## src/hw/rtl/sonar_point_average_filter_unit_assert.svh

```systemverilog
// Assertion macros for the sonar point average filter.
// Used by the top level; expands to nothing when SYNTHESIS is defined.
`ifndef SONAR_POINT_AVERAGE_FILTER_UNIT_ASSERT_SVH
`define SONAR_POINT_AVERAGE_FILTER_UNIT_ASSERT_SVH
`ifndef SYNTHESIS
`define SOPAF_CHECK_IMPL(label, clk, rst_n, ante, cons) \
  label: assert property (@(posedge clk) disable iff (!rst_n) (ante) |-> (cons)) \
    else $error("sopaf check failed");
`define SOPAF_CHECK_NEXT(label, clk, rst_n, ante, cons) \
  label: assert property (@(posedge clk) disable iff (!rst_n) (ante) |=> (cons)) \
    else $error("sopaf check failed");
`else
`define SOPAF_CHECK_IMPL(label, clk, rst_n, ante, cons)
`define SOPAF_CHECK_NEXT(label, clk, rst_n, ante, cons)
`endif
`endif

```

## src/hw/rtl/sopaf_pkg.sv

```systemverilog
// Package for the sonar point average filter: widths, register codes,
// word and status structs, back-end state type. No dependencies.
`timescale 1ns / 1ps
package sopaf_pkg;
  localparam int NUM_CHANNELS_DEF = 16;
  localparam int CH_W       = 4;
  localparam int PT_W       = 32;
  localparam int SUM_W      = 40;
  localparam int CNT_W      = 8;
  localparam int DIST_W     = 31;
  localparam int DIFF_W     = PT_W + 1;
  localparam int SQ_W       = 2 * DIST_W;
  localparam int CFG_IDX_W  = 2;
  localparam int CFG_DATA_W = 31;
  localparam int FIFO_DEPTH = 2;
  localparam int FIFO_PTR_W = 1;
  localparam int FIFO_CNT_W = 2;
  localparam int DIV_CNT_W  = $clog2(SUM_W);

  localparam logic [CFG_IDX_W-1:0] CFG_POINTS_PER_AVERAGE = 2'd0;
  localparam logic [CFG_IDX_W-1:0] CFG_IGNORE_LIMIT       = 2'd1;
  localparam logic [CFG_IDX_W-1:0] CFG_DISTANCE_LIMIT     = 2'd2;

  localparam logic [CNT_W-1:0]  POINTS_RST = 8'd8;
  localparam logic [CNT_W-1:0]  IGNORE_RST = 8'd5;
  localparam logic [DIST_W-1:0] DIST_RST   = 31'd65536;
  localparam logic [CNT_W-1:0]  CNT_MAX    = '1;

  typedef struct packed {
    logic [CNT_W-1:0]  points_per_average;
    logic [CNT_W-1:0]  ignore_limit;
    logic [DIST_W-1:0] distance_limit;
  } cfg_t;

  typedef struct packed {
    logic                   in_range;
    logic [CH_W-1:0]        channel;
    logic signed [PT_W-1:0] point_x;
    logic signed [PT_W-1:0] point_y;
  } work_t;

  typedef struct packed {
    logic signed [SUM_W-1:0] sum_x;
    logic signed [SUM_W-1:0] sum_y;
    logic [CNT_W-1:0]        point_count;
    logic [CNT_W-1:0]        ignored_count;
  } chan_rec_t;

  typedef struct packed {
    logic                    start;
    logic signed [SUM_W-1:0] num_x;
    logic signed [SUM_W-1:0] num_y;
    logic [CNT_W-1:0]        den;
  } div_req_t;

  typedef struct packed {
    logic                   done;
    logic signed [PT_W-1:0] quo_x;
    logic signed [PT_W-1:0] quo_y;
  } div_rsp_t;

  typedef struct packed {
    logic full;
    logic empty;
  } fifo_status_t;

  typedef struct packed {
    logic in_div;
    logic div_done;
  } back_status_t;

  typedef enum logic [3:0] {
    BK_POP, BK_READ, BK_LOAD, BK_DECIDE, BK_DIV, BK_DIFF, BK_SQ_X, BK_SQ_Y,
    BK_SQ_L, BK_CMP, BK_ACC, BK_REJ, BK_WRITE, BK_OUT
  } back_state_t;

  typedef enum logic {
    MODE_NEAR, MODE_EMIT
  } div_mode_t;
endpackage

```

## src/hw/rtl/sopaf_fifo.sv

```systemverilog
// Two-entry queue between front and back end.
// Depends on sopaf_pkg.
`timescale 1ns / 1ps
module sopaf_fifo import sopaf_pkg::*; (
  input  logic         clk,
  input  logic         rst_n,
  input  work_t        push_data,
  input  logic         push_valid,
  output logic         push_ready,
  output work_t        pop_data,
  output logic         pop_valid,
  input  logic         pop_ready,
  output fifo_status_t status
);
  work_t                 slot_r [FIFO_DEPTH];
  logic [FIFO_PTR_W-1:0] wr_ptr_r, wr_ptr_nxt, rd_ptr_r, rd_ptr_nxt;
  logic [FIFO_CNT_W-1:0] count_r, count_nxt;
  logic                  push, pop;

  assign push_ready   = count_r != FIFO_CNT_W'(FIFO_DEPTH);
  assign pop_valid    = count_r != '0;
  assign pop_data     = slot_r[rd_ptr_r];
  assign push         = push_valid && push_ready;
  assign pop          = pop_valid && pop_ready;
  assign status.full  = !push_ready;
  assign status.empty = !pop_valid;

  always_comb begin
    wr_ptr_nxt = push ? wr_ptr_r + 1'b1 : wr_ptr_r;
    rd_ptr_nxt = pop ? rd_ptr_r + 1'b1 : rd_ptr_r;
    count_nxt  = count_r;
    if (push && !pop) count_nxt = count_r + 1'b1;
    if (pop && !push) count_nxt = count_r - 1'b1;
  end

  always_ff @(posedge clk) begin
    if (!rst_n) begin
      wr_ptr_r <= '0;
      rd_ptr_r <= '0;
      count_r  <= '0;
    end else begin
      wr_ptr_r <= wr_ptr_nxt;
      rd_ptr_r <= rd_ptr_nxt;
      count_r  <= count_nxt;
    end
  end

  always_ff @(posedge clk) begin
    if (push) slot_r[wr_ptr_r] <= push_data;
  end
endmodule

```

## config.mk

```make
export PLATFORM = sky130hd
export DESIGN_NAME = sopaf_fifo
export DESIGN_NICKNAME = d
export VERILOG_FILES = /design/src/hw/rtl/sonar_point_average_filter_unit_assert.svh /design/src/hw/rtl/sopaf_pkg.sv /design/src/hw/rtl/sopaf_fifo.sv
export SDC_FILE = /design/constraint.sdc
export NUM_CORES = 1
export LEC_CHECK = 0
export BUFFER_PORTS_ARGS = -buffer_cell sky130_fd_sc_hd__buf_2
export CAP_MARGIN = 20
export CORE_ASPECT_RATIO = 0.6
export CORE_MARGIN = 10
export CORE_UTILIZATION = 55
export CTS_BUF_LIST = sky130_fd_sc_hd__clkbuf_16
export CTS_CLUSTER_DIAMETER = 50
export DETAILED_ROUTE_END_ITERATION = 12
export GPL_TIMING_DRIVEN = 0
export PLACE_DENSITY = 0.94
export SYNTH_ARGS = -nofsm -noshare
export SYNTH_HDL_FRONTEND = slang
export SYNTH_SLANG_ARGS = --single-unit
```

## constraint.sdc

```tcl
create_clock -name clk -period 7.05 [get_ports clk]
set_input_delay 1.0575 -clock clk [delete_from_list [all_inputs] [get_ports clk]]
set_output_delay 1.0575 -clock clk [all_outputs]
set_load 0.03 [all_outputs]
```

==> summary.md <==
| Metric | Value |
|---|---|
| Outcome | `finished clean` |
| Row count | `27` |
| Die height | `95.4 um` |
| Clock Path Buffers | `2` |
| Synth area leader | `edfxtp_1` |
| Vias in the first global route | `3076` |
| Layout cell share with drive strength beyond 1 | `60.9%` |
| Worst slew margin | `36.1%` |
| Overflow after GRT | `0` |
| Syn Nets | `316` |
| Detail Route Antenna Nets | `0` |
| Adder-cell share of the synthesized area | `0.240%` |
| Detailed placer's ending HPWL | `7.30 mm` |
| I/O pin total | `146` |
| Nets | `480` |
| Vias per cell | `5.14` |
| R2r setup slk | `5030 ps` |
| Period utilization | `42.2%` |
| Part of the power in registers | `38.2%` |
| RePlAce Congestion | `0.726` |
| Syn_area_per_cell | `21.5 sq um` |
| CTS resizes | `0` |
| Largest net degree at the start of global routing | `70` |
| Post-synth EDFFs | `138` |
| Max Clk Rate | `336 MHz` |
| Wirelength per Cell | `20.4 um` |
| Maximum VDD drop | `0.453 mV` |
| Switching pwr | `947 uW` |
| Core area | `9190 sq um` |
| Max-Cap Viols | `0` |
| Root cell of the clock tree | `clkbuf_16` |
| Dpl ws | `4310 ps` |
| CTS tree | `done` |
| Clock-pin slew on the worst setup and hold paths | `60 ps` |
| Crit Path Max Fanout | `10` |
| Post-layout util | `73.2%` |
| Pwr dens | `432 nW/um^2` |
| Final Hold Fails | `0` |
| Reg2Reg Capture Point | `slot_r[0][63]` |
| Crit Path Class | `flip-flop to primary output` |
| Initial Util | `56.7%` |
| Multiplexer area fraction after synthesis | `14.9%` |
| # DRC | `0` |
| Die Wd | `146 um` |
| RSZ-0062 raised after global routing | `no` |
| Worst-margin pin slew | `958 ps` |
| Number of H-tree levels | `4` |
| Vias | `2826` |
| Crit path DAT | `1920 ps` |
| Top_reg_cell synth | `edfxtp_1` |
| # port buffers | `145` |
| Ranking of synthesized cells by area | `edfxtp_1, mux2_2, dfxtp_1` |
| Sw frac | `32.5%` |
| FF-to-FF path depth | `3` |
| CP endpoint kind | `primary output` |
| Clock sink count | `143` |
| Synth Warn # | `0` |
| Internal cell power | `1960 uW` |
| Final non-filler cell area | `6730 sq um` |
| Final slew viol count | `0` |
| Drt initial violations | `124` |
| Synth unique cells | `18` |
| HP Class | `flip-flop to flip-flop` |
| Synth top cells by count | `edfxtp_1, mux2_2, buf_2, dfxtp_1, inv_1` |
| Synth Area in Compound Gates | `0.625%` |
| Setup TNS after final layout | `0 ps` |
| XOR/XNOR share of the synthesized area | `0.505%` |
| Final setup violation count | `0` |
| CTS buffer count | `17` |
| Crit Reg-Reg Startpoint | `count_r[0]` |
| Worst-Skew Late Latency | `410 ps` |
| Hold Crit Endpoint | `count_r[1]` |
| Area grow syn2layout | `29.2%` |
| Largest family of logic cells by synthesized area | `multiplexers` |
| Total track usage | `16.2%` |
| CTS hold repair buffers | `0` |
| Clock Skews | `6.60 ps` |
| Worst hold stages | `2` |
| First-pass GRT wire length | `17.0 mm` |
| Initial antenna violation count | `1` |
| Drt pass-1 iters | `5` |
| Post-route minimum period | `2980 ps` |
| Post-CTS Setup Repair Bufs | `0` |
| Ys async rst share | `0%` |
| Req. time, crit path | `5990 ps` |
| Die area | `13900 sq um` |
| #FFs+latches synth | `143` |
| Synth Instances | `242` |
| Clk network pwr share | `31.8%` |
| Post-synthesis sequential area ratio | `81.5%` |
| Area after DPL | `6100 sq um` |
| Worst hold start | `count_r[1]` |
| Combinational cell fraction of total power | `30.0%` |
| Most instantiated library cell after synthesis | `edfxtp_1` |
| Synthesized area | `5210 sq um` |
| Nature of the critical path startpoint | `flip-flop` |
| Simple-gate share of the synthesized area | `1.03%` |
| Top cell type's share of synthesized area | `79.6%` |
| Leakage | `0.00256 uW` |
| Routed WL | `11.2 mm` |
| Setup ws final | `4070 ps` |
through the flow:
stage                     instances  hold slack (ps)  total power [uW]
after detailed placement        517              512              2000
after CTS                       549              527              2930
final                           550              519              2910
after global routing            549              556              3020
after floorplan                 242              461              1750
after global placement          517              470              1980
cell usage in the layout, fill, tap and decap left out, drive strengths merged:
| cell | instances |
|---|---|
| clkbuf | 17 |
| clkinv | 8 |
| diode | 1 |
| and3 | 1 |
| or3 | 2 |
| o21a | 1 |
| nor2b | 3 |
| xnor2 | 3 |
| mux2 | 69 |
| ha | 1 |
| nand2 | 1 |
| and2 | 1 |
| buf | 153 |
| bufinv | 4 |
| a21boi | 2 |
| dfxtp | 5 |
| o21ai | 2 |
| edfxtp | 138 |
| inv | 5 |
| clkinvlp | 2 |
| or2 | 1 |
critical path, cell delays in order (launching register included):
cell and delay [ps]:
dfxtp_1 300, buf_2 190, buf_2 300, buf_6 190
mux2_2 340, buf_2 180
routing by layer:
layer | share of wire, % | routed length [um] | vias up | global-route usage, %
met5 | 0.12 | 13 | - | 0
met4 | 0.79 | 88 | 2 | 6.53
met3 | 8.3 | 933 | 15 | 7.19
met2 | 49 | 5480 | 118 | 26.4
met1 | 42 | 4700 | 1409 | 18.9
li1 | - | - | 1282 | -
kinds of logic after synthesis:
logic type      count (synthesis)
fa+ha+maj                       1
simple gates                    9
flops                         143
compound gates                  5
mux                            69
buf+inv                        12
xor+xnor                        3
power by group through the flow:
stage	sequential [uW]	combinational, uW	clock [uW]
floorplan	1120	635	0
global placement	1120	857	0
detailed placement	1130	875	0
CTS	1110	885	937
global route	1120	925	974
finish	1110	873	926
flip-flops by register name (all words and copies together), names as in the netlist, named ones only:
register and flops:
slot_r 138, count_r 2, rd_ptr_r 1, wr_ptr_r 1
area by class of cell:
type                       count  area, sq um
antenna                        1         2.50
sequential                   143         4240
tap                          130          163
buffer                         8         46.3
multi-input combinational     87          907
inverter                       4         17.5
clock inverter                15          196
fill                         584         2460
clock buffer                  17          425
timing repair buffer         145          726
worst max-delay path by stage:
stage / slack [ps] / to
after floorplan: 3830 / slot_r[0][0]
after global placement: 3060 / slot_r[1][36]
after detailed placement: 4310 / slot_r[0][40]
after CTS: 4040 / pop_data[41]
after global routing: 3970 / pop_data[41]
final: 4070 / pop_data[41]
Note: power is estimated with default switching activity, not from simulation.
