$ cat src/hw/rtl/sonar_point_average_filter_unit_assert.svh
// Assertion macros for the sonar point average filter.
// Used by the top level; expands to nothing when SYNTHESIS is defined.
`ifndef SONAR_POINT_AVERAGE_FILTER_UNIT_ASSERT_SVH
`define SONAR_POINT_AVERAGE_FILTER_UNIT_ASSERT_SVH
`ifndef SYNTHESIS
`define SOPAF_CHECK_IMPL(label, clk, rst_n, ante, cons) \
  label: assert property (@(posedge clk) disable iff (!rst_n) (ante) |-> (cons)) \
    else $error("sopaf check failed");
`define SOPAF_CHECK_NEXT(label, clk, rst_n, ante, cons) \
  label: assert property (@(posedge clk) disable iff (!rst_n) (ante) |=> (cons)) \
    else $error("sopaf check failed");
`else
`define SOPAF_CHECK_IMPL(label, clk, rst_n, ante, cons)
`define SOPAF_CHECK_NEXT(label, clk, rst_n, ante, cons)
`endif
`endif

$ cat src/hw/rtl/sopaf_pkg.sv
// Package for the sonar point average filter: widths, register codes,
// word and status structs, back-end state type. No dependencies.
`timescale 1ns / 1ps
package sopaf_pkg;
  localparam int NUM_CHANNELS_DEF = 16;
  localparam int CH_W       = 4;
  localparam int PT_W       = 32;
  localparam int SUM_W      = 40;
  localparam int CNT_W      = 8;
  localparam int DIST_W     = 31;
  localparam int DIFF_W     = PT_W + 1;
  localparam int SQ_W       = 2 * DIST_W;
  localparam int CFG_IDX_W  = 2;
  localparam int CFG_DATA_W = 31;
  localparam int FIFO_DEPTH = 2;
  localparam int FIFO_PTR_W = 1;
  localparam int FIFO_CNT_W = 2;
  localparam int DIV_CNT_W  = $clog2(SUM_W);

  localparam logic [CFG_IDX_W-1:0] CFG_POINTS_PER_AVERAGE = 2'd0;
  localparam logic [CFG_IDX_W-1:0] CFG_IGNORE_LIMIT       = 2'd1;
  localparam logic [CFG_IDX_W-1:0] CFG_DISTANCE_LIMIT     = 2'd2;

  localparam logic [CNT_W-1:0]  POINTS_RST = 8'd8;
  localparam logic [CNT_W-1:0]  IGNORE_RST = 8'd5;
  localparam logic [DIST_W-1:0] DIST_RST   = 31'd65536;
  localparam logic [CNT_W-1:0]  CNT_MAX    = '1;

  typedef struct packed {
    logic [CNT_W-1:0]  points_per_average;
    logic [CNT_W-1:0]  ignore_limit;
    logic [DIST_W-1:0] distance_limit;
  } cfg_t;

  typedef struct packed {
    logic                   in_range;
    logic [CH_W-1:0]        channel;
    logic signed [PT_W-1:0] point_x;
    logic signed [PT_W-1:0] point_y;
  } work_t;

  typedef struct packed {
    logic signed [SUM_W-1:0] sum_x;
    logic signed [SUM_W-1:0] sum_y;
    logic [CNT_W-1:0]        point_count;
    logic [CNT_W-1:0]        ignored_count;
  } chan_rec_t;

  typedef struct packed {
    logic                    start;
    logic signed [SUM_W-1:0] num_x;
    logic signed [SUM_W-1:0] num_y;
    logic [CNT_W-1:0]        den;
  } div_req_t;

  typedef struct packed {
    logic                   done;
    logic signed [PT_W-1:0] quo_x;
    logic signed [PT_W-1:0] quo_y;
  } div_rsp_t;

  typedef struct packed {
    logic full;
    logic empty;
  } fifo_status_t;

  typedef struct packed {
    logic in_div;
    logic div_done;
  } back_status_t;

  typedef enum logic [3:0] {
    BK_POP, BK_READ, BK_LOAD, BK_DECIDE, BK_DIV, BK_DIFF, BK_SQ_X, BK_SQ_Y,
    BK_SQ_L, BK_CMP, BK_ACC, BK_REJ, BK_WRITE, BK_OUT
  } back_state_t;

  typedef enum logic {
    MODE_NEAR, MODE_EMIT
  } div_mode_t;
endpackage

$ cat src/hw/rtl/sopaf_div.sv
// Radix-2 restoring divider, x and y lanes side by side, one quotient bit
// per cycle. Signed 40-bit sum by nonzero 8-bit count. Depends on sopaf_pkg.
`timescale 1ns / 1ps
module sopaf_div import sopaf_pkg::*; (
  input  logic     clk,
  input  logic     rst_n,
  input  div_req_t req,
  output div_rsp_t rsp
);
  localparam logic [DIV_CNT_W-1:0] DIV_LAST = DIV_CNT_W'(SUM_W - 1);

  logic                 busy_r, busy_nxt, done_r, done_nxt;
  logic [DIV_CNT_W-1:0] step_r, step_nxt;
  logic [SUM_W-1:0]     qx_r, qx_nxt, qy_r, qy_nxt;
  logic [CNT_W-1:0]     rx_r, rx_nxt, ry_r, ry_nxt, den_r, den_nxt;
  logic                 neg_x_r, neg_x_nxt, neg_y_r, neg_y_nxt;
  logic [CNT_W:0]       st_x, st_y;
  logic [SUM_W-1:0]     sq_x, sq_y;

  function automatic logic [CNT_W:0] div_step(logic [CNT_W-1:0] rem, logic nb,
                                              logic [CNT_W-1:0] den);
    logic [CNT_W:0] trial;
    trial = {rem, nb};
    if (trial >= {1'b0, den}) return {1'b1, CNT_W'(trial - {1'b0, den})};
    return {1'b0, trial[CNT_W-1:0]};
  endfunction

  function automatic logic [SUM_W-1:0] num_mag(logic signed [SUM_W-1:0] v);
    return v[SUM_W-1] ? SUM_W'(-v) : SUM_W'(v);
  endfunction

  assign st_x      = div_step(rx_r, qx_r[SUM_W-1], den_r);
  assign st_y      = div_step(ry_r, qy_r[SUM_W-1], den_r);
  assign sq_x      = neg_x_r ? (~qx_r + 1'b1) : qx_r;
  assign sq_y      = neg_y_r ? (~qy_r + 1'b1) : qy_r;
  assign rsp.done  = done_r;
  assign rsp.quo_x = sq_x[PT_W-1:0];
  assign rsp.quo_y = sq_y[PT_W-1:0];

  always_comb begin
    busy_nxt  = busy_r;
    done_nxt  = 1'b0;
    step_nxt  = step_r;
    qx_nxt    = qx_r;
    qy_nxt    = qy_r;
    rx_nxt    = rx_r;
    ry_nxt    = ry_r;
    den_nxt   = den_r;
    neg_x_nxt = neg_x_r;
    neg_y_nxt = neg_y_r;
    if (req.start) begin
      busy_nxt  = 1'b1;
      step_nxt  = '0;
      qx_nxt    = num_mag(req.num_x);
      qy_nxt    = num_mag(req.num_y);
      rx_nxt    = '0;
      ry_nxt    = '0;
      den_nxt   = req.den;
      neg_x_nxt = req.num_x[SUM_W-1];
      neg_y_nxt = req.num_y[SUM_W-1];
    end else if (busy_r) begin
      qx_nxt   = {qx_r[SUM_W-2:0], st_x[CNT_W]};
      qy_nxt   = {qy_r[SUM_W-2:0], st_y[CNT_W]};
      rx_nxt   = st_x[CNT_W-1:0];
      ry_nxt   = st_y[CNT_W-1:0];
      step_nxt = step_r + 1'b1;
      if (step_r == DIV_LAST) begin
        busy_nxt = 1'b0;
        done_nxt = 1'b1;
      end
    end
  end

  always_ff @(posedge clk) begin
    if (!rst_n) begin
      busy_r <= 1'b0;
      done_r <= 1'b0;
      step_r <= '0;
    end else begin
      busy_r <= busy_nxt;
      done_r <= done_nxt;
      step_r <= step_nxt;
    end
  end

  always_ff @(posedge clk) begin
    qx_r    <= qx_nxt;
    qy_r    <= qy_nxt;
    rx_r    <= rx_nxt;
    ry_r    <= ry_nxt;
    den_r   <= den_nxt;
    neg_x_r <= neg_x_nxt;
    neg_y_r <= neg_y_nxt;
  end
endmodule

$ cat config.mk
export PLATFORM = sky130hd
export DESIGN_NAME = sopaf_div
export DESIGN_NICKNAME = d
export VERILOG_FILES = /design/src/hw/rtl/sonar_point_average_filter_unit_assert.svh /design/src/hw/rtl/sopaf_pkg.sv /design/src/hw/rtl/sopaf_div.sv
export SDC_FILE = /design/constraint.sdc
export NUM_CORES = 1
export LEC_CHECK = 0
export BUFFER_PORTS_ARGS = -buffer_cell sky130_fd_sc_hd__buf_2
export CAP_MARGIN = 30
export CORE_ASPECT_RATIO = 0.5
export CORE_MARGIN = 2
export CORE_UTILIZATION = 57
export DETAILED_ROUTE_END_ITERATION = 8
export GPL_TIMING_DRIVEN = 0
export PLACE_DENSITY = 0.79
export SETUP_SLACK_MARGIN = 0.02
export SLEW_MARGIN = 20
export SYNTH_ARGS = -nofsm -noshare
export SYNTH_HDL_FRONTEND = slang
export SYNTH_SLANG_ARGS = --single-unit
export TNS_END_PERCENT = 10
$ cat constraint.sdc
create_clock -name clk -period 4.37 [get_ports clk]
set_input_delay 0.874 -clock clk [delete_from_list [all_inputs] [get_ports clk]]
set_output_delay 0.874 -clock clk [all_outputs]
set_load 0.02 [all_outputs]
==> results.ini <==
[sta]
setup_viol = 0
report.final.hold_viol_count = 0
worst_pin_slew_ps = 916
fin_skew_ps = 13.9
tns_ps = 0
post-route-min-period_ps = 4120
rsz0062_at_grt = false
final_max_slew_viol_count = 0
period_share_pct = 94.2
max_freq_mhz = 243
slew_headroom_pct = 38.6

[critical_path]
startpoint_type = register
crit_start = qx_r[12]$_DFFE_PP_
r2r_slack_ps = 1460
cp_max_fo = 6
reg2reg_from = den_r[0]$_DFFE_PP_
crit_type = reg -> out
arrival_ps = 3240
cp-end-kind = primary output
cp_data_required_time_ps = 3500

[pwr]
p_leak_nw = 3.82
p_per_area_nw_per_um2 = 381
ir_drop_mv = 0.234

[grt]
busiest_layer = met2
grtUsageMet1_pct = 41.9
grt_pass1_vias = 8114
grt_max_degree = 47
gr-usage-all-layers_pct = 31.7
grtUsageMet3_pct = 7.45
antenna_found_initial = 1
gr-total-overflow = 0
use_met2_pct = 51.9
grt_pass1_wl_um = 40600

[floorplan]
io_pins = 156
die_area_um2 = 16000
core_area_um2 = 14500
die_w_um = 177
rows = 31
dieHeight_um = 90.4
initial_core_util_pct = 58.5

[cts]
root_buffer = clkbuf_16
post_cts_resized = 0
postCtsSetupBuffers = 0
cts_buffer_depth = 2
numCtsBuffers = 17
cts_tree = done
worstSkewPairLatency_ps = 420
cts_hold_buf = 0
htree_levels = 4
clk_pin_slew_ps = 60
cts_sinks = 114

[final_layout]
final_cells = 1341
fill_cells = 1174
stdcell_area_um2 = 10200
fin_nets = 1244
syn_to_final_growth_pct = 19.2
diodes = 0
drive_gt1_share_pct = 18.5

[run]
maxCapViolCount = 0

[run_status]
status = completed

[synthesis]
synth_xor_area_share_pct = 13.6
synth_compound_area_share_pct = 20.6
ys_types = 58
synth-edff-count = 90
synth_top_family_by_area = compound AO/OA/AOI/OAI gates
synthAdderAreaFrac_pct = 3.56
syn-num-nets = 1069
ys_seq_area_share_pct = 37.4
synthArstFlopShare_pct = 0
ys.flop_type = edfxtp_1
synthMuxAreaShare_pct = 1.25
ys_warn_count = 0
synth_area_leaders = edfxtp_1, xnor2_1, xor2_1, dfxtp_1, nor2_1
synthCells = 955
avgSynthCellArea_um2 = 8.92
synth.cell_area_um2 = 8510
yosysTopAreaCell = edfxtp_1
yosys.area_share.simple_pct = 19.5
ys_ff_latch = 114
synth_top_area_share_pct = 31.7

[route]
vias = 8537
drt-total-wl_um = 25800
drc = 0
vias_per_cell = 6.37
ant_nets = 0
drtIter0Drc = 786
dr.pass1.iters = 6
wl_per_cell_um = 19.2

[placed_design]
gp_congestion = 0.937
place_area_um2 = 9570
portBuffers = 155
dp_hpwl_um = 18600
placed_cells_incl_taps = 1309

[worst_hold_path]
min-delay-start = ry_r[7]$_SDFFE_PP0P_
min_path_type = reg -> reg

## sequential cells by signal, indices dropped and copies added, names as in the netlist
name     cells
busy_r       1
den_r        8
done_r       1
neg_x_r      1
neg_y_r      1
qx_r        40
qy_r        40
rx_r         8
ry_r         8
step_r       6
## cell type report
type / instances / area (um^2) / share of cell area (%)
inverter: 31 / 116 / 1.15
buffer: 55 / 234 / 2.30
timing repair buffer: 156 / 803 / 7.91
clock buffer: 20 / 437 / 4.30
sequential: 114 / 3180 / 31.4
clock inverter: 12 / 141 / 1.39
tap: 198 / 248 / 2.44
multi-input combinational: 755 / 4990 / 49.1
## cell usage after synthesis (all sizes together) (9+ instances only)
library cell	instances
xnor2	69
buf	12
a311oi	9
edfxtp	90
nand3	27
or3	31
clkbuf	43
ha	21
o21ai	42
a21oi	85
or4	17
xor2	63
nor3	17
o41ai	39
nand4	11
o31ai	38
nor4	20
nand2b	10
nor2	115
nand2	56
inv	31
dfxtp	24
## metrics by stage
| stage | power, W | utilization, % | hold slack, ps | setup slack, ps |
|---|---|---|---|---|
| floorplan | 0.00210 | - | 458 | 698 |
| global placement | 0.00243 | 65.6 | 477 | -856 |
| detailed placement | 0.00245 | 65.8 | 481 | 736 |
| CTS | 0.00384 | 69.8 | 488 | 288 |
| global route | 0.00401 | 69.8 | 521 | 167 |
| finish | 0.00387 | 69.8 | 493 | 254 |
## metal layers
metal  up-vias  wire length, um
li1       3937                -
met1      4055            10900
met2       507            11900
met3        38             2650
met4         0              311
met5         -                0
## cells in the final DEF, fill, tap and decap left out, types with 4 or more instances in the layout
master,netlist,final
buf_2,1,156
nor2_1,115,115
edfxtp_1,90,90
a21oi_1,85,85
xnor2_1,69,69
xor2_1,63,63
nand2_1,56,55
clkbuf_1,43,46
o21ai_0,42,42
o31ai_1,37,37
o41ai_1,34,34
inv_1,31,31
or3_1,31,31
nand3_1,27,27
dfxtp_1,24,24
ha_1,21,21
nor4_1,20,20
nor3_1,17,17
clkbuf_16,0,17
or4_1,15,15
nand4_1,11,11
nand2b_1,10,10
a311oi_1,9,9
mux2i_1,8,8
a211o_1,8,8
nor2b_1,7,7
or2_2,7,7
buf_1,6,6
nand3b_1,5,5
a21o_1,5,5
and3_1,5,5
a211oi_1,5,5
clkinv_2,0,5
o41ai_2,4,4
## cell families (layout without fill, tap and decap cells)
group / count (synthesis) / count (layout)
XOR/XNOR: 132 / 132
AO/OA/AOI/OAI: 256 / 256
buffers and inverters: 86 / 274
flip-flops: 114 / 114
AND/OR/NAND/NOR: 334 / 334
multiplexers: 10 / 10
adder cells (fa/ha/maj): 23 / 23
## worst paths after layout
kind         cells past startpoint              endpoint
max                              6               rsp[62]
min                              2  ry_r[7]$_SDFFE_PP0P_
max reg2reg                      7  ry_r[6]$_SDFFE_PP0P_
min reg2reg                      2  ry_r[7]$_SDFFE_PP0P_
## critical path, stage by stage (launching register included)
cell and delay, ps:
edfxtp_1 460, or4_1 640, or3_1 490, or4_4 620, o21ai_0 230, xnor2_1 170
buf_2 200
## where the power goes
group          switching [W]  internal [W]  total (W)
Sequential          0.000113       0.00131    0.00143
Clock               0.000517      0.000888    0.00140
Combinational       0.000641      0.000395    0.00104
Total                0.00127       0.00260    0.00387
Power figures use the tool's default switching activity.
