===== config.mk =====
export PLATFORM = sky130hd
export DESIGN_NAME = sopaf_front_flat
export DESIGN_NICKNAME = d
export VERILOG_FILES = /design/src/hw/rtl/sonar_point_average_filter_unit_assert.svh /design/src/hw/rtl/sopaf_pkg.sv /design/src/hw/rtl/sopaf_if.sv /design/src/hw/rtl/sopaf_front.sv /design/src/flat_wrapper.sv
export SDC_FILE = /design/constraint.sdc
export NUM_CORES = 1
export LEC_CHECK = 0
export ABC_AREA = 1
export CORE_MARGIN = 8
export CORE_UTILIZATION = 64
export DETAILED_ROUTE_END_ITERATION = 12
export DONT_BUFFER_PORTS = 1
export PLACE_DENSITY = 0.91
export SETUP_SLACK_MARGIN = 0.4
export SLEW_MARGIN = 20
export SYNTH_ARGS = -nofsm -noshare
export SYNTH_HDL_FRONTEND = slang
export SYNTH_SLANG_ARGS = --single-unit

===== constraint.sdc =====
create_clock -name clk -period 9.9 [get_ports clk]
set_input_delay 0.99 -clock clk [delete_from_list [all_inputs] [get_ports clk]]
set_output_delay 0.99 -clock clk [all_outputs]
set_load 0.005 [all_outputs]

===== src/hw/rtl/sonar_point_average_filter_unit_assert.svh =====
// Assertion macros for the sonar point average filter.
// Used by the top level; expands to nothing when SYNTHESIS is defined.
`ifndef SONAR_POINT_AVERAGE_FILTER_UNIT_ASSERT_SVH
`define SONAR_POINT_AVERAGE_FILTER_UNIT_ASSERT_SVH
`ifndef SYNTHESIS
`define SOPAF_CHECK_IMPL(label, clk, rst_n, ante, cons) \
  label: assert property (@(posedge clk) disable iff (!rst_n) (ante) |-> (cons)) \
    else $error("sopaf check failed");
`define SOPAF_CHECK_NEXT(label, clk, rst_n, ante, cons) \
  label: assert property (@(posedge clk) disable iff (!rst_n) (ante) |=> (cons)) \
    else $error("sopaf check failed");
`else
`define SOPAF_CHECK_IMPL(label, clk, rst_n, ante, cons)
`define SOPAF_CHECK_NEXT(label, clk, rst_n, ante, cons)
`endif
`endif


===== src/hw/rtl/sopaf_pkg.sv =====
// Package for the sonar point average filter: widths, register codes,
// word and status structs, back-end state type. No dependencies.
`timescale 1ns / 1ps
package sopaf_pkg;
  localparam int NUM_CHANNELS_DEF = 16;
  localparam int CH_W       = 4;
  localparam int PT_W       = 32;
  localparam int SUM_W      = 40;
  localparam int CNT_W      = 8;
  localparam int DIST_W     = 31;
  localparam int DIFF_W     = PT_W + 1;
  localparam int SQ_W       = 2 * DIST_W;
  localparam int CFG_IDX_W  = 2;
  localparam int CFG_DATA_W = 31;
  localparam int FIFO_DEPTH = 2;
  localparam int FIFO_PTR_W = 1;
  localparam int FIFO_CNT_W = 2;
  localparam int DIV_CNT_W  = $clog2(SUM_W);

  localparam logic [CFG_IDX_W-1:0] CFG_POINTS_PER_AVERAGE = 2'd0;
  localparam logic [CFG_IDX_W-1:0] CFG_IGNORE_LIMIT       = 2'd1;
  localparam logic [CFG_IDX_W-1:0] CFG_DISTANCE_LIMIT     = 2'd2;

  localparam logic [CNT_W-1:0]  POINTS_RST = 8'd8;
  localparam logic [CNT_W-1:0]  IGNORE_RST = 8'd5;
  localparam logic [DIST_W-1:0] DIST_RST   = 31'd65536;
  localparam logic [CNT_W-1:0]  CNT_MAX    = '1;

  typedef struct packed {
    logic [CNT_W-1:0]  points_per_average;
    logic [CNT_W-1:0]  ignore_limit;
    logic [DIST_W-1:0] distance_limit;
  } cfg_t;

  typedef struct packed {
    logic                   in_range;
    logic [CH_W-1:0]        channel;
    logic signed [PT_W-1:0] point_x;
    logic signed [PT_W-1:0] point_y;
  } work_t;

  typedef struct packed {
    logic signed [SUM_W-1:0] sum_x;
    logic signed [SUM_W-1:0] sum_y;
    logic [CNT_W-1:0]        point_count;
    logic [CNT_W-1:0]        ignored_count;
  } chan_rec_t;

  typedef struct packed {
    logic                    start;
    logic signed [SUM_W-1:0] num_x;
    logic signed [SUM_W-1:0] num_y;
    logic [CNT_W-1:0]        den;
  } div_req_t;

  typedef struct packed {
    logic                   done;
    logic signed [PT_W-1:0] quo_x;
    logic signed [PT_W-1:0] quo_y;
  } div_rsp_t;

  typedef struct packed {
    logic full;
    logic empty;
  } fifo_status_t;

  typedef struct packed {
    logic in_div;
    logic div_done;
  } back_status_t;

  typedef enum logic [3:0] {
    BK_POP, BK_READ, BK_LOAD, BK_DECIDE, BK_DIV, BK_DIFF, BK_SQ_X, BK_SQ_Y,
    BK_SQ_L, BK_CMP, BK_ACC, BK_REJ, BK_WRITE, BK_OUT
  } back_state_t;

  typedef enum logic {
    MODE_NEAR, MODE_EMIT
  } div_mode_t;
endpackage


===== src/hw/rtl/sopaf_if.sv =====
// Channel interfaces: input word, result word, config write.
// Depends on sopaf_pkg.
`timescale 1ns / 1ps
interface sopaf_in_if import sopaf_pkg::*; ();
  logic                   valid;
  logic                   ready;
  logic [CH_W-1:0]        channel;
  logic signed [PT_W-1:0] point_x;
  logic signed [PT_W-1:0] point_y;
  modport source (output valid, channel, point_x, point_y, input ready);
  modport sink (input valid, channel, point_x, point_y, output ready);
endinterface



===== src/hw/rtl/sopaf_front.sv =====
// Front end: input register stage, tags each word with its channel range check.
// Depends on sopaf_pkg and sopaf_if.
`timescale 1ns / 1ps
module sopaf_front import sopaf_pkg::*; #(
  parameter int NUM_CHANNELS = NUM_CHANNELS_DEF
) (
  input  logic     clk,
  input  logic     rst_n,
  sopaf_in_if.sink in_ch,
  output work_t    push_data,
  output logic     push_valid,
  input  logic     push_ready
);
  logic  full_r, full_nxt;
  work_t word_r, word_nxt;
  logic  take;

  assign in_ch.ready = !full_r || push_ready;
  assign take        = in_ch.valid && in_ch.ready;
  assign push_valid  = full_r;
  assign push_data   = word_r;

  always_comb begin
    full_nxt = full_r;
    word_nxt = word_r;
    if (full_r && push_ready) full_nxt = 1'b0;
    if (take) begin
      full_nxt = 1'b1;
      word_nxt.in_range = {{(32-CH_W){1'b0}}, in_ch.channel} < 32'(NUM_CHANNELS);
      word_nxt.channel  = in_ch.channel;
      word_nxt.point_x  = in_ch.point_x;
      word_nxt.point_y  = in_ch.point_y;
    end
  end

  always_ff @(posedge clk) begin
    if (!rst_n) full_r <= 1'b0;
    else        full_r <= full_nxt;
  end

  always_ff @(posedge clk) begin
    word_r <= word_nxt;
  end
endmodule


===== src/flat_wrapper.sv =====
// flat-port wrapper written by rule: the top's interface ports become plain ports
module sopaf_front_flat import sopaf_pkg::*;
#(
  parameter int NUM_CHANNELS = NUM_CHANNELS_DEF
)
  (clk, rst_n, push_data, push_valid, push_ready, in_ch_valid, in_ch_channel, in_ch_point_x, in_ch_point_y, in_ch_ready);
  sopaf_in_if in_ch_i ();
  input  logic clk;
  input  logic rst_n;
  output work_t push_data;
  output logic push_valid;
  input  logic push_ready;
  input wire logic [$bits(in_ch_i.valid)-1:0] in_ch_valid;
  input wire logic [$bits(in_ch_i.channel)-1:0] in_ch_channel;
  input wire logic [$bits(in_ch_i.point_x)-1:0] in_ch_point_x;
  input wire logic [$bits(in_ch_i.point_y)-1:0] in_ch_point_y;
  output wire logic [$bits(in_ch_i.ready)-1:0] in_ch_ready;
  assign in_ch_i.valid = in_ch_valid;
  assign in_ch_i.channel = in_ch_channel;
  assign in_ch_i.point_x = in_ch_point_x;
  assign in_ch_i.point_y = in_ch_point_y;
  assign in_ch_ready = in_ch_i.ready;
  sopaf_front #(.NUM_CHANNELS(NUM_CHANNELS)) u_core (.clk(clk), .rst_n(rst_n), .in_ch(in_ch_i), .push_data(push_data), .push_valid(push_valid), .push_ready(push_ready));
endmodule

==> results.cfg, run 1 <==
[clock_tree]
ctsResizeCount = 0
cts-root-buf = clkbuf_4
holdBufCountCts = 0
tritoncts = built
clkTransAtPathRegs_ns = 0.09
htree_levels = 3
clock-sinks = 69
clk_latency_ns = 0.37
cts_max_path_buffers = 2
cts_buffers = 9
post_cts_buffers = 0

[final_layout]
antennaDiodeCount = 0
nets = 160
layout_common_cells = edfxtp_1, clkbuf_4, clkbuf_1, inv_1, bufinv_16
design_area_sq_mm = 0.00232
final_common_cell = edfxtp_1
final_cells = 139
layout-drive-gt1-share_pct = 19.4
area_growth_pct = 10.5

[critical_path]
cp-startpoint = in_ch_valid
reg2reg_depth = 2
path_class = input port to flop
r2r_slack_ns = 7.90
worst_ep_arrival_time_ns = 2.29
worstReg2RegStart = u_core.push_valid$_SDFFE_PN0P_
timing.critical_path.fanout_max = 37
rr_endpoint = u_core.push_data[44]$_DFFE_PP_
worstSetupEndpoint = u_core.push_data[44]$_DFFE_PP_
worstPathRequired_ns = 9.93
cp-start-kind = input port
crit_path_max_incr_delay_ns = 0.70
path_cells = inv_1 -> a21oi_4 -> buf_4
endpoint_kind = flop
critPathSlowestCell = a21oi_4

[drt]
routed_wl_mm = 4.02
detail_route.vias_per_cell = 5.59
drc = 0
firstDrtPassIters = 2
wire_per_inst_microns = 28.9
vias = 777
ant_nets = 0
drt_iter0_drc = 60

[min_path]
hold_path.class = flop to flop

[die]
start_util_pct = 64.6
core-area_sq_mm = 0.00326
die_h_microns = 73.3
die_w_microns = 73.3
ios = 143
dieArea_sq_mm = 0.00538
row_count = 21

[timing]
drv_slew = 0
post-route-min-period_ns = 2.26
worst_slew_pin_slew_ns = 0.918
fin_tns_setup_ns = 0
finalHoldViolCount = 0
rsz0062_at_grt = no
slew_headroom_pct = 38.7
fin_crit_sh_pct = 22.8
fmax_mhz = 442
skew_ns = 0.00957
setup_violations = 0

[run]
maxCapViolCount = 0

[logic_synthesis]
yosysUniqueCellTypes = 9
yosysTopAreaCell = edfxtp_1
yosys-top-cells-area = edfxtp_1, dfxtp_1, a21oi_2
netlist.area_leader.share_pct = 97.0
syn-num-nets = 149
ys_seq_area_share_pct = 98.0
avgSynthCellArea_sq_um = 27.3
ys.warnings.count = 0
ys_ff_latch = 69
syn_inst = 77
netlist_area_sq_mm = 0.00210

[pwr]
p_leak_nw = 0.773
power_density_mw_per_mm2 = 235
vdd_drop_max_uv = 120

[global_route]
track_usage_pct = 14.8
grt_max_degree = 38
grt_overflow = 0
grt_antenna_before_repair = 0
grt_pass1_vias = 804
grt_pass1_wl_mm = 5.14

[place]
io_buffers = 0
placedCellCount = 123
gp_congestion = 0.641
placed_cell_area_sq_mm = 0.00217

[status]
outcome = completed
==> cell families (layout without fill, tap and decap cells) <==
kind of cell,count (synthesis),count (layout),share of synthesized area [%]
DFF,69,69,98.0
and+or+nand+nor,1,1,0.297
other,1,1,0.178
buffers and inverters,4,20,0.892
AOI/OAI and AO/OA,2,2,0.654
==> power by group <==
group          switching (W)  leakage [nW]  internal, W
registers          0.0000100         0.666     0.000342
logic             0.00000712        0.0298  0.000000971
clock network      0.0000826        0.0773     0.000103
total              0.0000997         0.773     0.000446
==> critical path, delay by kind of cell <==
kind                   cells  cell delay, ns
buffers and inverters      2            0.59
AOI/OAI and AO/OA          1            0.70
==> synth_stat cells <==
cell type / n
a21oi_2: 1
edfxtp_1: 68
conb_1: 1
inv_1: 2
buf_4: 1
nand2_2: 1
a21oi_1: 1
inv_2: 1
dfxtp_1: 1
==> stage by stage <==
stage	hold WS (ns)	setup slack, ns	util, %	power [W]
3_5_place_dp	0.573	7.22	66.7	0.000367
6_report	0.579	7.64	71.4	0.000545
3_3_place_gp	0.562	7.31	66.7	0.000366
4_1_cts	0.587	7.64	71.4	0.000552
2_1_floorplan	0.495	5.04	-	0.000363
5_1_grt	0.606	7.51	71.4	0.000567
==> layout make-up <==
class,count,area (sq um)
clock buffers,12,78.8
repair buffers,1,7.51
flip-flops and latches,69,2060
clock inverters,4,72.6
multi-input cells,4,35.0
fillers,200,933
well taps,46,57.6
inverters,3,11.3
==> state kept, by name, indices dropped and copies added, names as in the netlist <==
signal	flops
u_core.push_data	68
u_core.push_valid	1
==> layer usage <==
layer  vias to the layer above  global-route usage, %  wire, microns
li1                        325                      -              -
met5                         -                      0              0
met3                         4                   12.6            614
met2                        92                   22.2           2040
met4                         0                   10.6             42
met1                       356                   12.5           1330
==> how the worst min path moves through the flow <==
stage,slack [ns],end,cells after the start,from
5_1_grt,0.61,u_core.push_valid$_SDFFE_PN0P_,2,u_core.push_valid$_SDFFE_PN0P_
6_report,0.58,u_core.push_valid$_SDFFE_PN0P_,2,u_core.push_valid$_SDFFE_PN0P_
3_5_place_dp,0.57,u_core.push_valid$_SDFFE_PN0P_,2,u_core.push_valid$_SDFFE_PN0P_
4_1_cts,0.59,u_core.push_valid$_SDFFE_PN0P_,2,u_core.push_valid$_SDFFE_PN0P_
3_3_place_gp,0.56,u_core.push_valid$_SDFFE_PN0P_,2,u_core.push_valid$_SDFFE_PN0P_
2_1_floorplan,0.50,u_core.push_valid$_SDFFE_PN0P_,2,u_core.push_valid$_SDFFE_PN0P_
No activity file was read; power rests on OpenSTA's default activity.
==> run 2: changes to the inputs <==
--- a/config.mk
+++ b/config.mk
@@ -5,12 +5,12 @@
 export SDC_FILE = /design/constraint.sdc
 export NUM_CORES = 1
 export LEC_CHECK = 0
-export ABC_AREA = 1
+export ABC_AREA = 0
 export CORE_MARGIN = 8
-export CORE_UTILIZATION = 64
+export CORE_UTILIZATION = 60
 export DETAILED_ROUTE_END_ITERATION = 12
 export DONT_BUFFER_PORTS = 1
-export PLACE_DENSITY = 0.91
+export PLACE_DENSITY = 0.87
 export SETUP_SLACK_MARGIN = 0.4
 export SLEW_MARGIN = 20
 export SYNTH_ARGS = -nofsm -noshare
==> constraint.sdc (replaced) <==
create_clock -name clk -period 2.25 [get_ports clk]
set_input_delay 0.225 -clock clk [delete_from_list [all_inputs] [get_ports clk]]
set_output_delay 0.225 -clock clk [all_outputs]
set_load 0.005 [all_outputs]
==> run 2 against run 1 <==
Against the previous run:
- the flow now stops in clock tree synthesis (4_1_cts)
- synthesized cell count is 2.6% lower
- synthesized area grew 0.30%
==> results.cfg, run 2 <==
[logic_synthesis]
synthArstFlopShare_pct = 0
synth_ff_type = edfxtp_1
synth_edf_count = 68
ys_ff_latch = 69
netlist.area_leader.share_pct = 96.7
netlist_area_sq_mm = 0.00211
ys.warnings.count = 0
syn_inst = 75
yosysTopAreaCell = edfxtp_1
yosys-top-cells-area = edfxtp_1, dfxtp_1, nand2b_4
yosysUniqueCellTypes = 8
ys_seq_area_share_pct = 97.7
syn-num-nets = 147
avgSynthCellArea_sq_um = 28.1
synth.most_common_cell = edfxtp_1

[place]
io_buffers = 0
placedCellCount = 121
placed_cell_area_sq_mm = 0.00218
dp_hpwl_mm = 3.28
post-place-ws_ns = 0.797
gp_congestion = 0.662

[die]
die_w_microns = 75.3
ios = 143
row_count = 21
start_util_pct = 62.8
die_h_microns = 75.3

[clock_tree]
holdBufCountCts = 70
htree_levels = 3
clock-sinks = 69
ctsResizeCount = 0
cts_buffers = 9
cts_max_path_buffers = 2
cts-root-buf = clkbuf_4
post_cts_buffers = 0

[status]
firstError = [ERROR DPL-0033] detailed placement checks failed during check placement.
outcome = did not finish
lastStage = clock tree synthesis (4_1_cts)
==> run 2: logic make-up after synthesis <==
| kind of cell | after synthesis | share of synthesized area (%) |
|---|---|---|
| flops | 69 | 97.7 |
| simple gates | 2 | 1.07 |
| buf+inv | 2 | 0.533 |
| compound gates | 1 | 0.533 |
| other cells | 1 | 0.178 |
==> run 2: metrics by stage <==
step | hold slack, ns | util, %
2_1_floorplan | 0.324 | -
3_3_place_gp | 0.324 | 64.8
3_5_place_dp | 0.324 | 64.8
==> run 3: changes to the inputs <==
--- a/config.mk
+++ b/config.mk
@@ -7,11 +7,10 @@
 export LEC_CHECK = 0
 export ABC_AREA = 0
 export CORE_MARGIN = 8
-export CORE_UTILIZATION = 60
+export CORE_UTILIZATION = 40
 export DETAILED_ROUTE_END_ITERATION = 12
 export DONT_BUFFER_PORTS = 1
-export PLACE_DENSITY = 0.87
-export SETUP_SLACK_MARGIN = 0.4
+export PLACE_DENSITY_LB_ADDON = 0.15
 export SLEW_MARGIN = 20
 export SYNTH_ARGS = -nofsm -noshare
 export SYNTH_HDL_FRONTEND = slang
==> run 3 against run 2 <==
Against the previous run:
- the run now ends clean
- synthesized area did not move
- synthesized cell count did not move
==> results.cfg, run 3 <==
[place]
gp_congestion = 0.625
io_buffers = 0
placedCellCount = 145

[min_path]
min_from = in_ch_valid
hold_path.class = input port to flop
hold_path_end = u_core.push_valid$_SDFFE_PN0P_
hold_depth = 2

[global_route]
grt_busiest_layer = met2
track_usage_pct = 12.1
use_met3_pct = 7.06
grt_pass1_vias = 1179
grt_max_degree = 42
grtUsageMet2_pct = 20.0
grt_overflow = 0
met1_usage_pct = 10.9
grt_antenna_before_repair = 0
grt_pass1_wl_mm = 6.65

[drt]
firstDrtPassIters = 2
routed_wl_mm = 4.79
drc = 0
vias = 1003
ant_nets = 0
drt_iter0_drc = 35
detail_route.vias_per_cell = 4.38
wire_per_inst_microns = 20.9

[logic_synthesis]
syn-num-nets = 147
yosysTopAreaCell = edfxtp_1
syn_inst = 75
netlist.area_leader.share_pct = 96.7
avgSynthCellArea_sq_um = 28.1
synthArstFlopShare_pct = 0
yosys-top-cells-area = edfxtp_1, dfxtp_1, nand2b_4
ys_ff_latch = 69
synth_edf_count = 68
synth_ff_type = edfxtp_1
ys.warnings.count = 0
netlist_area_sq_mm = 0.00211
yosysUniqueCellTypes = 8
ys_seq_area_share_pct = 97.7
synth.most_common_cell = edfxtp_1

[critical_path]
timing.critical_path.fanout_max = 41
cp-start-kind = flop
path_cells = nand2b_4 -> and2_4 -> buf_12
reg2reg_depth = 3
worst_ep_arrival_time_ns = 1.46
rr_endpoint = u_core.push_data[8]$_DFFE_PP_
crit_path_max_incr_delay_ns = 0.37
worstReg2RegStart = u_core.push_valid$_SDFFE_PN0P_
r2r_slack_ns = 0.80
path_class = flop to flop
cp_top_family = simple AND/OR/NAND/NOR gates
worstPathRequired_ns = 2.26
critPathSlowestCell = and2_4
endpoint_kind = flop
path_buf_inv = 1

[timing]
finalHoldViolCount = 0
fin_tns_setup_ns = 0
post-route-min-period_ns = 1.45
drv_slew = 0
fmax_mhz = 690
fin_crit_sh_pct = 64.4
skew_ns = 0.00393
rsz0062_at_grt = no
setup_violations = 0

[clock_tree]
cts_max_path_buffers = 2
clock-sinks = 69
cts-root-buf = clkbuf_8
clk_latency_ns = 0.32
htree_levels = 3
ctsResizeCount = 0
tritoncts = built
clkTransAtPathRegs_ns = 0.06
holdBufCountCts = 68
post_cts_buffers = 0
cts_buffers = 9

[die]
row_count = 26
die_w_microns = 88.6
core-area_sq_mm = 0.00511
die_h_microns = 88.6
start_util_pct = 41.3
dieArea_sq_mm = 0.00786
ios = 143

[run]
maxCapViolCount = 0

[pwr]
p_leak_nw = 1.07
power_density_mw_per_mm2 = 843
vdd_drop_max_uv = 458

[final_layout]
layout_common_cells = dlygate4sd3_1, edfxtp_1, clkbuf_8, clkbuf_1, clkinv_2
nets = 226
antennaDiodeCount = 0
layout-drive-gt1-share_pct = 10.7
area_growth_pct = 45.6
final_cells = 229
largest_reg_flops = 68

[status]
outcome = completed
-- run 3: cell counts after synthesis --
No cell type changed its count.
-- run 3: report_power, final --
group | switching (W) | internal, W
registers | 0.0000447 | 0.00151
logic | 0.0000491 | 0.0000871
clock network | 0.000400 | 0.000505
-- run 3: cells by family after synthesis --
kind of cell           synth area share (%)
AOI/OAI and AO/OA                     0.533
buffers and inverters                 0.533
DFF                                    97.7
other                                 0.178
and+or+nand+nor                        1.07
-- run 3: area by class of cell --
type	count	area (sq um)
repair buffers	69	701
fillers	386	2030
clock buffers	11	131
inverters	1	3.75
multi-input cells	4	37.5
well taps	70	87.6
flip-flops and latches	69	2060
clock inverters	5	51.3
-- run 3: worst max-delay path by stage --
stage,from,end,slack [ns],cells after the start
after floorplan,u_core.push_valid$_SDFFE_PN0P_,u_core.push_data[0]$_DFFE_PP_,0.88,2
after global placement,u_core.push_valid$_SDFFE_PN0P_,u_core.push_data[67]$_DFFE_PP_,0.81,3
after detailed placement,u_core.push_valid$_SDFFE_PN0P_,u_core.push_data[42]$_DFFE_PP_,0.79,3
after CTS,u_core.push_valid$_SDFFE_PN0P_,u_core.push_data[34]$_DFFE_PP_,0.78,3
after global routing,u_core.push_valid$_SDFFE_PN0P_,u_core.push_data[58]$_DFFE_PP_,0.69,3
final,u_core.push_valid$_SDFFE_PN0P_,u_core.push_data[8]$_DFFE_PP_,0.80,3
-- run 3: stage by stage --
stage               utilization, %  setup slack [ns]  total power (W)  instance area (sq um)  hold slack (ns)
global route                  60.2             0.695          0.00269                   3070           0.0369
global placement              43.3             0.815          0.00162                   2210            0.324
floorplan                        -             0.885          0.00159                   2110            0.324
finish                        60.2             0.800          0.00259                   3070           0.0485
CTS                           60.2             0.775          0.00263                   3070           0.0150
detailed placement            43.3             0.790          0.00162                   2210            0.324
-- run 3: per-layer routing --
layer  share of wire (%)  vias to the layer above
met5                   0                        -
met4                 1.4                        0
met3                  13                        6
met2                  52                       86
met1                  34                      459
li1                    -                      452
